===== src/rtl/fsp_pkg.sv =====
// shared types and constants for the windowed frame splitter
`timescale 1ns / 1ps
`default_nettype none
package fsp_pkg;

	localparam int SAMPLE_W = 16;
	localparam int POS_W = 6;
	localparam int STORE_DEPTH = 64;
	localparam int COUNT_W = 7;
	localparam int FRAME_NUM_W = 16;
	localparam int COEF_W = 17;
	localparam int PROD_W = SAMPLE_W + COEF_W + 1;
	localparam int STEP_W = 7;
	localparam int KIND_W = 2;
	localparam int CFG_IDX_W = 1;
	localparam int CFG_DATA_W = 7;

	localparam logic [CFG_IDX_W-1:0] CFG_FRAME_STEP = 1'b0;
	localparam logic [CFG_IDX_W-1:0] CFG_WINDOW_KIND = 1'b1;

	localparam logic [KIND_W-1:0] KIND_RECT = 2'd0;
	localparam logic [KIND_W-1:0] KIND_HANN = 2'd1;
	localparam logic [KIND_W-1:0] KIND_HAMMING = 2'd2;

	localparam logic [COEF_W-1:0] COEF_UNITY = 17'd32768;

	localparam longint Q30_ONE = 64'sd1073741824;
	localparam longint PI_Q30 = 64'sd3373259426;
	localparam longint HALF_PI_Q30 = 64'sd1686629713;

	typedef enum logic [1:0] {
		WIN_RECT = 2'd0,
		WIN_HANN = 2'd1,
		WIN_HAMMING = 2'd2
	} win_row_t;

	typedef struct packed {
		logic [STEP_W-1:0] frame_step;
		logic [KIND_W-1:0] window_kind;
	} cfg_t;

endpackage
`default_nettype wire


===== src/rtl/fsp_coef_rom.sv =====
// window coefficient table built at elaboration from the frame length
`timescale 1ns / 1ps
`default_nettype none
module fsp_coef_rom
	import fsp_pkg::*;
#(
	parameter int FRAME_LEN = 64
) (
	input  win_row_t              row,
	input  logic [POS_W-1:0]      idx,
	output logic [COEF_W-1:0]     coef
);

	localparam longint D = (FRAME_LEN > 1) ? longint'(FRAME_LEN - 1) : 64'sd1;

	logic [COEF_W-1:0] hann_c [FRAME_LEN];
	logic [COEF_W-1:0] hamm_c [FRAME_LEN];

	for (genvar gi = 0; gi < FRAME_LEN; gi++) begin : g_col
		localparam longint K = (2 * longint'(gi) > D) ? D - longint'(gi) : longint'(gi);
		localparam longint A0 = (2 * PI_Q30 * K + D / 2) / D;
		localparam bit NEG = (A0 > HALF_PI_Q30);
		localparam longint A = NEG ? (PI_Q30 - A0) : A0;
		localparam longint A2 = (A * A + 64'sd536870912) >>> 30;
		localparam longint R1 = Q30_ONE - ((A2 * Q30_ONE) >>> 30) / 132;
		localparam longint R2 = Q30_ONE - ((A2 * R1) >>> 30) / 90;
		localparam longint R3 = Q30_ONE - ((A2 * R2) >>> 30) / 56;
		localparam longint R4 = Q30_ONE - ((A2 * R3) >>> 30) / 30;
		localparam longint R5 = Q30_ONE - ((A2 * R4) >>> 30) / 12;
		localparam longint R6 = Q30_ONE - ((A2 * R5) >>> 30) / 2;
		localparam longint RC = (R6 < 0) ? 64'sd0 : R6;
		localparam longint C = NEG ? -RC : RC;
		localparam longint HANN = (Q30_ONE - C + 64'sd32768) >>> 16;
		localparam longint HAMM = (54 * Q30_ONE - 46 * C + 64'sd1638400) / 64'sd3276800;
		assign hann_c[gi] = HANN[COEF_W-1:0];
		assign hamm_c[gi] = HAMM[COEF_W-1:0];
	end

	always_comb begin
		case (row)
			WIN_HANN: coef = hann_c[idx];
			WIN_HAMMING: coef = hamm_c[idx];
			default: coef = COEF_UNITY;
		endcase
	end

endmodule
`default_nettype wire


===== src/rtl/fsp_win_mul.sv =====
// shared multiplier with round to nearest and saturation to q1.15
`timescale 1ns / 1ps
`default_nettype none
module fsp_win_mul
	import fsp_pkg::*;
(
	input  logic                       clk,
	input  logic                       en,
	input  logic signed [SAMPLE_W-1:0] samp,
	input  logic [COEF_W-1:0]          coef,
	output logic signed [SAMPLE_W-1:0] value
);

	localparam int SUM_W = PROD_W + 1;
	localparam int Q_W = SUM_W - 15;

	logic signed [PROD_W-1:0] prod_s2;
	logic signed [SUM_W-1:0]  rnd_sum;
	logic signed [Q_W-1:0]    quot;

	always_ff @(posedge clk) begin
		if (en) begin
			prod_s2 <= PROD_W'(samp) * $signed({1'b0, coef});
		end
	end

	always_comb begin
		rnd_sum = SUM_W'(prod_s2) + SUM_W'(16384);
		quot = Q_W'(rnd_sum >>> 15);
		if (quot > Q_W'(32767)) begin
			value = 16'sh7fff;
		end else if (quot < -Q_W'(32768)) begin
			value = 16'sh8000;
		end else begin
			value = quot[SAMPLE_W-1:0];
		end
	end

endmodule
`default_nettype wire


===== src/rtl/fsp_seq.sv =====
// sample store, frame countdown and the sequencer that streams a windowed frame
`timescale 1ns / 1ps
`default_nettype none
module fsp_seq
	import fsp_pkg::*;
#(
	parameter int FRAME_LEN = 64
) (
	input  logic                          clk,
	input  logic                          arst_n,
	input  cfg_t                          cfg,
	input  logic                          in_valid,
	output logic                          in_ready,
	input  logic signed [SAMPLE_W-1:0]    sample,
	input  logic                          start_of_signal,
	output logic                          out_valid,
	input  logic                          out_ready,
	output logic [FRAME_NUM_W-1:0]        frame_number,
	output logic [POS_W-1:0]              position,
	output logic signed [SAMPLE_W-1:0]    windowed_value,
	output logic                          last_of_frame
);

	localparam logic [COUNT_W-1:0] FL_CNT = COUNT_W'(FRAME_LEN);
	localparam logic [POS_W-1:0] FL_POS = POS_W'(FRAME_LEN);
	localparam logic [POS_W-1:0] LAST_POS = POS_W'(FRAME_LEN - 1);

	typedef enum logic {
		ST_IDLE,
		ST_EMIT
	} state_t;

	state_t state_q;

	logic signed [SAMPLE_W-1:0] store_mem [STORE_DEPTH];

	logic [POS_W-1:0]       wp_q;
	logic [COUNT_W-1:0]     cnt_q;
	logic [FRAME_NUM_W-1:0] fc_q;
	logic [FRAME_NUM_W-1:0] emit_frame_q;
	win_row_t               row_q;
	logic [COUNT_W-1:0]     jcnt_q;

	logic                       v_s1, v_s2;
	logic [POS_W-1:0]           j_s1, j_s2;
	logic signed [SAMPLE_W-1:0] samp_s1;

	logic                       out_valid_q;
	logic [POS_W-1:0]           out_pos_q;
	logic                       out_last_q;
	logic signed [SAMPLE_W-1:0] out_value_q;

	logic                       accept;
	logic [COUNT_W-1:0]         cnt_base;
	logic [FRAME_NUM_W-1:0]     fc_base;
	logic                       frame_done;
	logic [COUNT_W-1:0]         step_eff;
	win_row_t                   row_sel;
	logic                       adv;
	logic                       issue;
	logic [POS_W-1:0]           rd_addr;
	logic [COEF_W-1:0]          coef;
	logic signed [SAMPLE_W-1:0] mul_value;
	logic                       drained;

	assign in_ready = (state_q == ST_IDLE);
	assign accept = in_valid && in_ready;
	assign cnt_base = start_of_signal ? FL_CNT : cnt_q;
	assign fc_base = start_of_signal ? '0 : fc_q;
	assign frame_done = (cnt_base <= COUNT_W'(1));
	assign step_eff = (cfg.frame_step == '0) ? FL_CNT : cfg.frame_step;

	always_comb begin
		case (cfg.window_kind)
			KIND_HANN: row_sel = WIN_HANN;
			KIND_HAMMING: row_sel = WIN_HAMMING;
			default: row_sel = WIN_RECT;
		endcase
	end

	assign adv = !out_valid_q || out_ready;
	assign issue = (state_q == ST_EMIT) && (jcnt_q < FL_CNT);
	assign rd_addr = wp_q + jcnt_q[POS_W-1:0] - FL_POS;
	assign drained = (jcnt_q == FL_CNT) && !v_s1 && !v_s2 && !out_valid_q;

	fsp_coef_rom #(
		.FRAME_LEN(FRAME_LEN)
	) u_coef_rom (
		.row (row_q),
		.idx (j_s1),
		.coef(coef)
	);

	fsp_win_mul u_win_mul (
		.clk  (clk),
		.en   (adv),
		.samp (samp_s1),
		.coef (coef),
		.value(mul_value)
	);

	always_ff @(posedge clk or negedge arst_n) begin
		if (!arst_n) begin
			state_q <= ST_IDLE;
			wp_q <= '0;
			cnt_q <= FL_CNT;
			fc_q <= '0;
			jcnt_q <= '0;
			v_s1 <= 1'b0;
			v_s2 <= 1'b0;
			out_valid_q <= 1'b0;
			emit_frame_q <= '0;
			out_pos_q <= '0;
			out_last_q <= 1'b0;
			out_value_q <= '0;
		end else begin
			if (adv) begin
				v_s1 <= issue;
				v_s2 <= v_s1;
				out_valid_q <= v_s2;
				out_pos_q <= j_s2;
				out_last_q <= (j_s2 == LAST_POS);
				out_value_q <= mul_value;
				if (issue) begin
					jcnt_q <= jcnt_q + COUNT_W'(1);
				end
			end
			case (state_q)
				ST_IDLE: begin
					if (accept) begin
						wp_q <= wp_q + POS_W'(1);
						if (frame_done) begin
							fc_q <= fc_base + FRAME_NUM_W'(1);
							cnt_q <= step_eff;
							jcnt_q <= '0;
							emit_frame_q <= fc_base;
							state_q <= ST_EMIT;
						end else begin
							fc_q <= fc_base;
							cnt_q <= cnt_base - COUNT_W'(1);
						end
					end
				end
				ST_EMIT: begin
					if (drained) begin
						state_q <= ST_IDLE;
					end
				end
				default: state_q <= ST_IDLE;
			endcase
		end
	end

	always_ff @(posedge clk) begin
		if (accept) begin
			store_mem[wp_q] <= sample;
		end
		if (adv && issue) begin
			samp_s1 <= store_mem[rd_addr];
		end
	end

	always_ff @(posedge clk) begin
		if (accept && frame_done) begin
			row_q <= row_sel;
		end
		if (adv) begin
			j_s1 <= jcnt_q[POS_W-1:0];
			j_s2 <= j_s1;
		end
	end

	assign out_valid = out_valid_q;
	assign frame_number = emit_frame_q;
	assign position = out_pos_q;
	assign windowed_value = out_value_q;
	assign last_of_frame = out_last_q;

endmodule
`default_nettype wire


===== src/rtl/windowed_frame_splitter_unit.sv =====
// top level of the windowed frame splitter: config registers and sequencer
//
// channel  direction  handshake             payload
// cfg      in         cfg_valid/cfg_ready   cfg_index, cfg_data
// in       in         in_valid/in_ready     sample, start_of_signal
// out      out        out_valid/out_ready   frame_number, position, windowed_value, last_of_frame
//
// a sample that does not end a frame leaves the input ready for the next sample
// a sample that ends a frame blocks the input until the whole windowed frame has left the output
// one multiplier reads one stored sample per cycle when not stalled, FRAME_LEN products per frame
// out_ready low while out_valid is high stalls the whole read and multiply pipeline in place
// reset loads the countdown with FRAME_LEN and clears frame number, write pointer and config
`timescale 1ns / 1ps
`default_nettype none
module windowed_frame_splitter_unit
	import fsp_pkg::*;
#(
	parameter int FRAME_LEN = 64
) (
	input  logic                          clk,
	input  logic                          arst_n,
	input  logic                          cfg_valid,
	output logic                          cfg_ready,
	input  logic [CFG_IDX_W-1:0]          cfg_index,
	input  logic [CFG_DATA_W-1:0]         cfg_data,
	input  logic                          in_valid,
	output logic                          in_ready,
	input  logic signed [SAMPLE_W-1:0]    sample,
	input  logic                          start_of_signal,
	output logic                          out_valid,
	input  logic                          out_ready,
	output logic [FRAME_NUM_W-1:0]        frame_number,
	output logic [POS_W-1:0]              position,
	output logic signed [SAMPLE_W-1:0]    windowed_value,
	output logic                          last_of_frame
);

	cfg_t cfg_q;

	assign cfg_ready = 1'b1;

	always_ff @(posedge clk or negedge arst_n) begin
		if (!arst_n) begin
			cfg_q <= '0;
		end else if (cfg_valid && cfg_ready) begin
			case (cfg_index)
				CFG_FRAME_STEP: cfg_q.frame_step <= cfg_data[STEP_W-1:0];
				CFG_WINDOW_KIND: cfg_q.window_kind <= cfg_data[KIND_W-1:0];
				default: cfg_q <= cfg_q;
			endcase
		end
	end

	fsp_seq #(
		.FRAME_LEN(FRAME_LEN)
	) u_seq (
		.clk            (clk),
		.arst_n         (arst_n),
		.cfg            (cfg_q),
		.in_valid       (in_valid),
		.in_ready       (in_ready),
		.sample         (sample),
		.start_of_signal(start_of_signal),
		.out_valid      (out_valid),
		.out_ready      (out_ready),
		.frame_number   (frame_number),
		.position       (position),
		.windowed_value (windowed_value),
		.last_of_frame  (last_of_frame)
	);

endmodule
`default_nettype wire


===== config.mk =====
export PLATFORM = sky130hd
export DESIGN_NAME = windowed_frame_splitter_unit
export DESIGN_NICKNAME = d
export VERILOG_FILES = /design/src/rtl/fsp_pkg.sv /design/src/rtl/fsp_coef_rom.sv /design/src/rtl/fsp_win_mul.sv /design/src/rtl/fsp_seq.sv /design/src/rtl/windowed_frame_splitter_unit.sv
export SDC_FILE = /design/constraint.sdc
export NUM_CORES = 2
export LEC_CHECK = 0
export ABC_AREA = 0
export BUFFER_PORTS_ARGS = -buffer_cell sky130_fd_sc_hd__buf_2
export CORE_ASPECT_RATIO = 1.25
export CORE_MARGIN = 2
export CORE_UTILIZATION = 35
export DETAILED_ROUTE_END_ITERATION = 7
export PLACE_DENSITY = 0.55
export SYNTH_ARGS = -nofsm -noshare
export SYNTH_HDL_FRONTEND = slang
export SYNTH_HIERARCHICAL = 1
export SYNTH_SLANG_ARGS = --single-unit

===== constraint.sdc =====
create_clock -name clk -period 7.4 [get_ports clk]
set_input_delay 1.48 -clock clk [delete_from_list [all_inputs] [get_ports clk]]
set_output_delay 1.48 -clock clk [all_outputs]
set_load 0.1 [all_outputs]

# [Word-level counts from Yosys, hierarchy flattened]
# Memories as Yosys holds them, arrays and structs flattened. A register that Yosys moved wholly into a read port is not among the register bits.
# Cells that the tools add are included.
# Widths: inputs -> output; s select.
[op_classes] addsub=6 n_mul=1 order_cmp=5 eq_ne=6 mux=24 bitwise=3 reduce_logical=16
[ops] op="$mux 17" count=4
[ops] op="$mux 16" count=4
[ops] op="$mux 7" count=8
[ops] op="$add 34x16->35 const B" count=1
[ops] op="$mul 16x18->34" count=1
[ops] op="$pmux 17 s2" count=1
[ops] op="$gt 20x16->1 const B" count=1
[ops] op="$lt 20x16->1 const B" count=1
[ops] op="$add 16x1->16 const B" count=1
[ops] op="$add 7x1->7 const B" count=1
[ops] op="$eq 7x7->1 const B" count=1
[ops] op="$ge 7x7->1 const B" count=1
[ops] op="$le 7x1->1 const B" count=1
[ops] op="$logic_and 1x1->1" count=7
[ops] op="$logic_not 7->1" count=1
[ops] op="$lt 7x7->1 const B" count=1
[ops] op="$not 6->7" count=1
[ops] op="$sub 7x1->7 const B" count=1
[ops] op="$add 6x1->6 const B" count=1
[ops] op="$add 6x6->6" count=1
[ops] op="$eq 6x6->1 const B" count=1
[ops] op="$reduce_and 2->1" count=3
[ops] op="$mux 1" count=5
[ops] op="$eq 2x1->1 const B" count=2
[ops] op="7 further kinds" count=11
[word_totals] register_bits=136 ramBits=1024 romBits=2176 wordCells=82 mem_count=3
[memory_table] memory="(name not given)" words=64 width=17 rd=1 rd_ports_with_merged_regs=0 wr=0 line="fsp_coef_rom.sv:42" source="WIN_HAMMING: coef = hamm_c[idx];"
[memory_table] memory="(name not given)" words=64 width=17 rd=1 rd_ports_with_merged_regs=0 wr=0 line="fsp_coef_rom.sv:41" source="WIN_HANN: coef = hann_c[idx];"
[memory_table] memory="u_seq.store_mem" words=64 width=16 rd=1 rd_ports_with_merged_regs=1 wr=1 line="fsp_seq.sv:35" source="logic signed [SAMPLE_W-1:0] store_mem [STORE_DEPTH];"

# [Depth between registers and ports, before layout]
[logic_depth] word_depth=7 ltp_mapped=31 ltp_nobuf=28

# [By module]
# Netlist, hierarchy kept.
[by_module_without_submodules] module="fsp_seq" instances=1 cells_per_inst=2235 area_each_um2=44360.0
[by_module_without_submodules] module="fsp_win_mul" instances=1 cells_per_inst=1137 area_each_um2=10092.2
[by_module_without_submodules] module="fsp_coef_rom" instances=1 cells_per_inst=432 area_each_um2=2683.8
[by_module_without_submodules] module="windowed_frame_splitter_unit" instances=1 cells_per_inst=23 area_each_um2=392.9

# [Worst setup path after synthesis]
# OpenSTA, ideal clock, no wires.
[synth_path] path_kind="register to register" startpoint="reg u_seq.j_s1[1]" endpoint="reg u_seq.u_win_mul.prod_s2[33], data pin" t_arrival_ns=7.421 required_ns=7.140 slack_ns=-0.281 stages_incl_launch_ff=31 n_path_buf=3 path_cell_list="edfxtp_1 > buf_2 > inv_1 > ha_1 > clkbuf_1 > and2_1 > nor2_1 > nor2_1 > o311a_1 > o311ai_1 > clkbuf_1 > nand2_1 > fa_1 > inv_1 > fa_1 > inv_1 > fa_1 > inv_1 > fa_1 > fa_1 > inv_1 > fa_1 > inv_1 > ha_1 > nand3_1 > a211o_1 > a211o_1 > o21ai_1 > a211oi_1 > o21ai_0 > xnor2_1"
[synth_via] elab_chain_len=6 word_cells_on_any_way=9 cone_classes="1 x mul; 5 x mux; 1 x bitwise; 2 x memory"
[synth_lines] item="start, declared" line="fsp_seq.sv:45" source="logic [POS_W-1:0] j_s1, j_s2;"
[synth_lines] item="start signal, assigned" line="fsp_seq.sv:168" source="j_s1 <= jcnt_q[POS_W-1:0];"
[synth_lines] item="$not 6->7 (not written as such) (*)" line="fsp_coef_rom.sv:41, fsp_coef_rom.sv:42"
[synth_lines] item="$mem_v2 64x17 (on tied branches)"
[synth_lines] item="$mux 17 (on tied branches) (2 in a row)" line="fsp_coef_rom.sv:42, fsp_coef_rom.sv:41"
[synth_lines] item="$pmux 17 s2 (*)" line="fsp_coef_rom.sv:40" source="case (row)"
[synth_lines] item="via u_seq.coef[6]" line="fsp_seq.sv:62" source="logic [COEF_W-1:0] coef;"
[synth_lines] item="$mul 16x18->34 (*)" line="fsp_win_mul.sv:23" source="prod_s2 <= PROD_W'(samp) * $signed({1'b0, coef});"
[synth_lines] item="end signal, assigned" line="fsp_win_mul.sv:23"
[synth_lines] item="end, declared" line="fsp_win_mul.sv:17" source="logic signed [PROD_W-1:0] prod_s2;"
# Mark *: on every way through the listed nets, which the timed path passes. The rest lies on a longest branch. The select of a mux whose other input is x is not followed.
# A chain may end at the register's enable or synchronous reset.

# [Worst setup path after layout]
[layout_path] startpoint="reg u_seq.j_s1[3]" endpoint="reg u_seq.u_win_mul.prod_s2[32], data pin"
# The elaborated chain is that of the path after synthesis.

==> flow_summary.json <==
{
  "status": "finished clean",
  "critPathMaxFanout": 16,
  "synth.largest_area_cell": "edfxtp_1",
  "finalCritPeriodShare_pct": 98.7,
  "syn_avg_cell_area_sq_um": 15.0,
  "cts_hold_buf": 0,
  "grt_pass1_wl_microns": 230000,
  "hold_violations": 0,
  "ys_seq_area_share_pct": 59.9,
  "yosysWarnings": 6,
  "finalWirelength_microns": 155000,
  "path_class": "reg -> reg",
  "async_flop_share_pct": 7.57,
  "vias": 34000,
  "synthAdderAreaFrac_pct": 10.3,
  "ys.flop_type": "edfxtp_1",
  "dieArea_sq_um": 168000,
  "r2r-start": "u_seq/j_s1[3]",
  "cts_tree": "yes",
  "drc": 0,
  "vias_per_cell": 5.24,
  "synthMuxAreaShare_pct": 12.0,
  "synth_top_cell_area_share_pct": 56.1,
  "start_kind": "flop",
  "area_delta_synth_final_pct": 18.0,
  "worstMarginPinSlew_ns": 1.23,
  "io_pins": 72,
  "synth_top_family_by_area": "multiplexers",
  "cp-end-kind": "flop",
  "maxSlewHeadroom_pct": 15.8,
  "final_cell_mix": "edfxtp_1, nand2_1, buf_4, inv_1, mux4_2",
  "layout_min_cycle_time_ns": 7.31,
  "setup_violations": 0,
  "gr-total-overflow": 0,
  "grt_usage_pct": 18.3,
  "synth-simple-area-share_pct": 7.99,
  "numPortBuffers": 70,
  "hpwl_microns": 101000,
  "wl_per_cell_microns": 23.9,
  "cts_max_level": 3,
  "required_ns": 7.96,
  "start_util_pct": 35.2,
  "fmax_mhz": 137,
  "synth_compound_area_share_pct": 5.32,
  "dr.pass1.iters": 6,
  "final_max_slew_viol_count": 0,
  "core_area_sq_um": 163000,
  "clk_pin_slew_ns": 0.06,
  "tns_ns": 0,
  "die_w_microns": 367,
  "netlist-cell-type-count": 85,
  "cts_buffer_depth": 3,
  "cts_buffers": 117,
  "multi_input_area_sq_um": 22000,
  "ff_latch_area_sq_um": 34500,
  "arrival_ns": 7.87,
  "syn_inst": 3827,
  "rows": 166,
  "rsz0062_at_grt": "yes",
  "ys_ff_latch": 1162,
  "skew_ns": 0.0454,
  "synth_area_sq_um": 57500,
  "clock_sinks": 1162,
  "fin_nets": 4581,
  "grt_pass1_vias": 35000,
  "maxCapViolations": 0,
  "synth_xor_area_share_pct": 0.868,
  "fill_cells": 15000,
  "synth_edf_count": 1074,
  "root_buffer": "clkbuf_16",
  "ys_top_cells_by_area": "edfxtp_1, mux4_2, fa_1",
  "layout.cells.most_common": "edfxtp_1",
  "place.gp.congestion": 0.926,
  "grt_max_degree": 83,
  "hp-start": "u_seq/frame_number[15]",
  "drive_above_1_share_pct": 26.2,
  "hp-class": "reg -> reg",
  "die_h_microns": 457,
  "antenna_found_initial": 0,
  "clk_latency_ns": 0.75,
  "ant_nets": 0,
  "cp-startpoint": "u_seq/j_s1[3]",
  "drtIter0Drc": 2700,
  "synth_fp_nets": 4207
}
## registers in the layout, summed over array words and instances, names as in the netlist, 7 cells and up
name / count
u_seq/store_mem: 1024
u_seq/u_win_mul/prod_s2: 20
u_seq/fc_q: 16
u_seq/frame_number: 16
u_seq/samp_s1: 16
u_seq/windowed_value: 16
cfg_q: 9
u_seq/cnt_q: 7
u_seq/jcnt_q: 7
## cell type report
type	instances	share of cell area, %
sequential	1162	50.7
timing repair buffer	478	5.54
clock inverter	82	1.15
clock buffer	138	4.55
inverter	281	1.55
multi-input combinational	2161	32.4
tap	2184	4.02
antenna	1	0.00369
## timing repair
item,4_1_cts,5_1_grt
cloned,2,0
gates resized for setup,81,149
endpoints found under the setup margin,15,19
buffers inserted,10,14
pin swaps,30,85
endpoints found under the hold margin,0,0
## path summary, 6_finish.rpt
| path | end | slack, ns | cells past startpoint |
|---|---|---|---|
| setup / recovery | u_seq/u_win_mul/prod_s2[32] | 0.09 | 27 |
| hold / removal | u_seq/frame_number[15] | 0.47 | 2 |
| setup reg to reg | u_seq/u_win_mul/prod_s2[32] | 0.09 | 27 |
| hold reg to reg | u_seq/frame_number[15] | 0.47 | 2 |
| max in group asynchronous | u_seq/cnt_q[5] | 5.49 | 2 |
| min in group asynchronous | u_seq/position[3] | 0.64 | 1 |
## cell usage after synthesis (7+ instances only)
cell type and number:
buf_1 26, mux2i_1 52, a2111oi_0 65, xor2_1 29, xnor2_1 28, a211oi_1 15
buf_6 7, a21oi_1 78, o311ai_0 8, nand2b_1 33, a21o_1 20, and2_0 21
nor3_1 33, mux2_4 7, and3_1 13, nor2_1 150, and2_1 173, fa_1 208
mux4_2 259, dfrtp_1 87, a31oi_1 80, o21ai_0 82, nand3_1 40, or2_2 9
nor4_1 10, mux2_2 26, ha_1 142, nand3b_1 15, nand4_1 16, inv_1 277
buf_4 14, o22ai_1 9, edfxtp_1 1074, o31ai_1 11, a311oi_1 11, clkbuf_1 131
buf_2 42, nor2b_1 32, o211ai_1 10, nand2_1 376, a211o_1 7
## worst max-delay path, cell delays in order, from the launching register on
cell and delay (ns):
edfxtp_1 0.41, buf_12 0.18, buf_12 0.16, inv_2 0.22, nand2_1 0.16, a311oi_1 0.45, a21oi_1 0.17, o221ai_4 0.27
buf_8 0.19, nand2_4 0.05, fa_1 0.50, fa_1 0.53, inv_2 0.04, fa_1 0.52, fa_1 0.45, fa_1 0.53
inv_2 0.04, fa_1 0.51, inv_2 0.05, ha_4 0.21, buf_4 0.14, a21o_1 0.16, o21bai_1 0.16, a221oi_2 0.27
buf_4 0.19, o21bai_4 0.07, a2111o_1 0.37, o311ai_1 0.09
## logic make-up (layout without fill, tap and decap cells)
family	count (synthesis)	in the layout
other cells	2	3
flops	1162	1162
buf+inv	504	979
fa+ha+maj	350	350
simple gates	949	949
mux	350	350
compound gates	453	453
xor+xnor	57	57
## stage by stage
| step | hold WS [ns] | utilization, % | instances | setup WS (ns) | cell area (sq um) |
|---|---|---|---|---|---|
| after floorplan | 0.424 | - | 3827 | 0.0159 | 57600 |
| after global placement | 0.451 | 38.5 | 6246 | -0.369 | 62900 |
| after detailed placement | 0.456 | 38.5 | 6246 | -0.366 | 62900 |
| after CTS | 0.470 | 41.1 | 6478 | -0.0370 | 67300 |
| after global routing | 0.498 | 41.5 | 6486 | -0.154 | 67900 |
| final | 0.468 | 41.5 | 6487 | 0.0945 | 67900 |
## per-layer routing
layer	wire length, microns	GRT usage, %	part of all wire (%)
met3	6640	1.83	4.3
met2	78600	31.7	51
met4	5200	6.68	3.4
met1	64400	23.8	42
met5	0	0	0
Power is not shown: default switching activity piles up to over one toggle a cycle in this logic, so the estimate is an artifact.
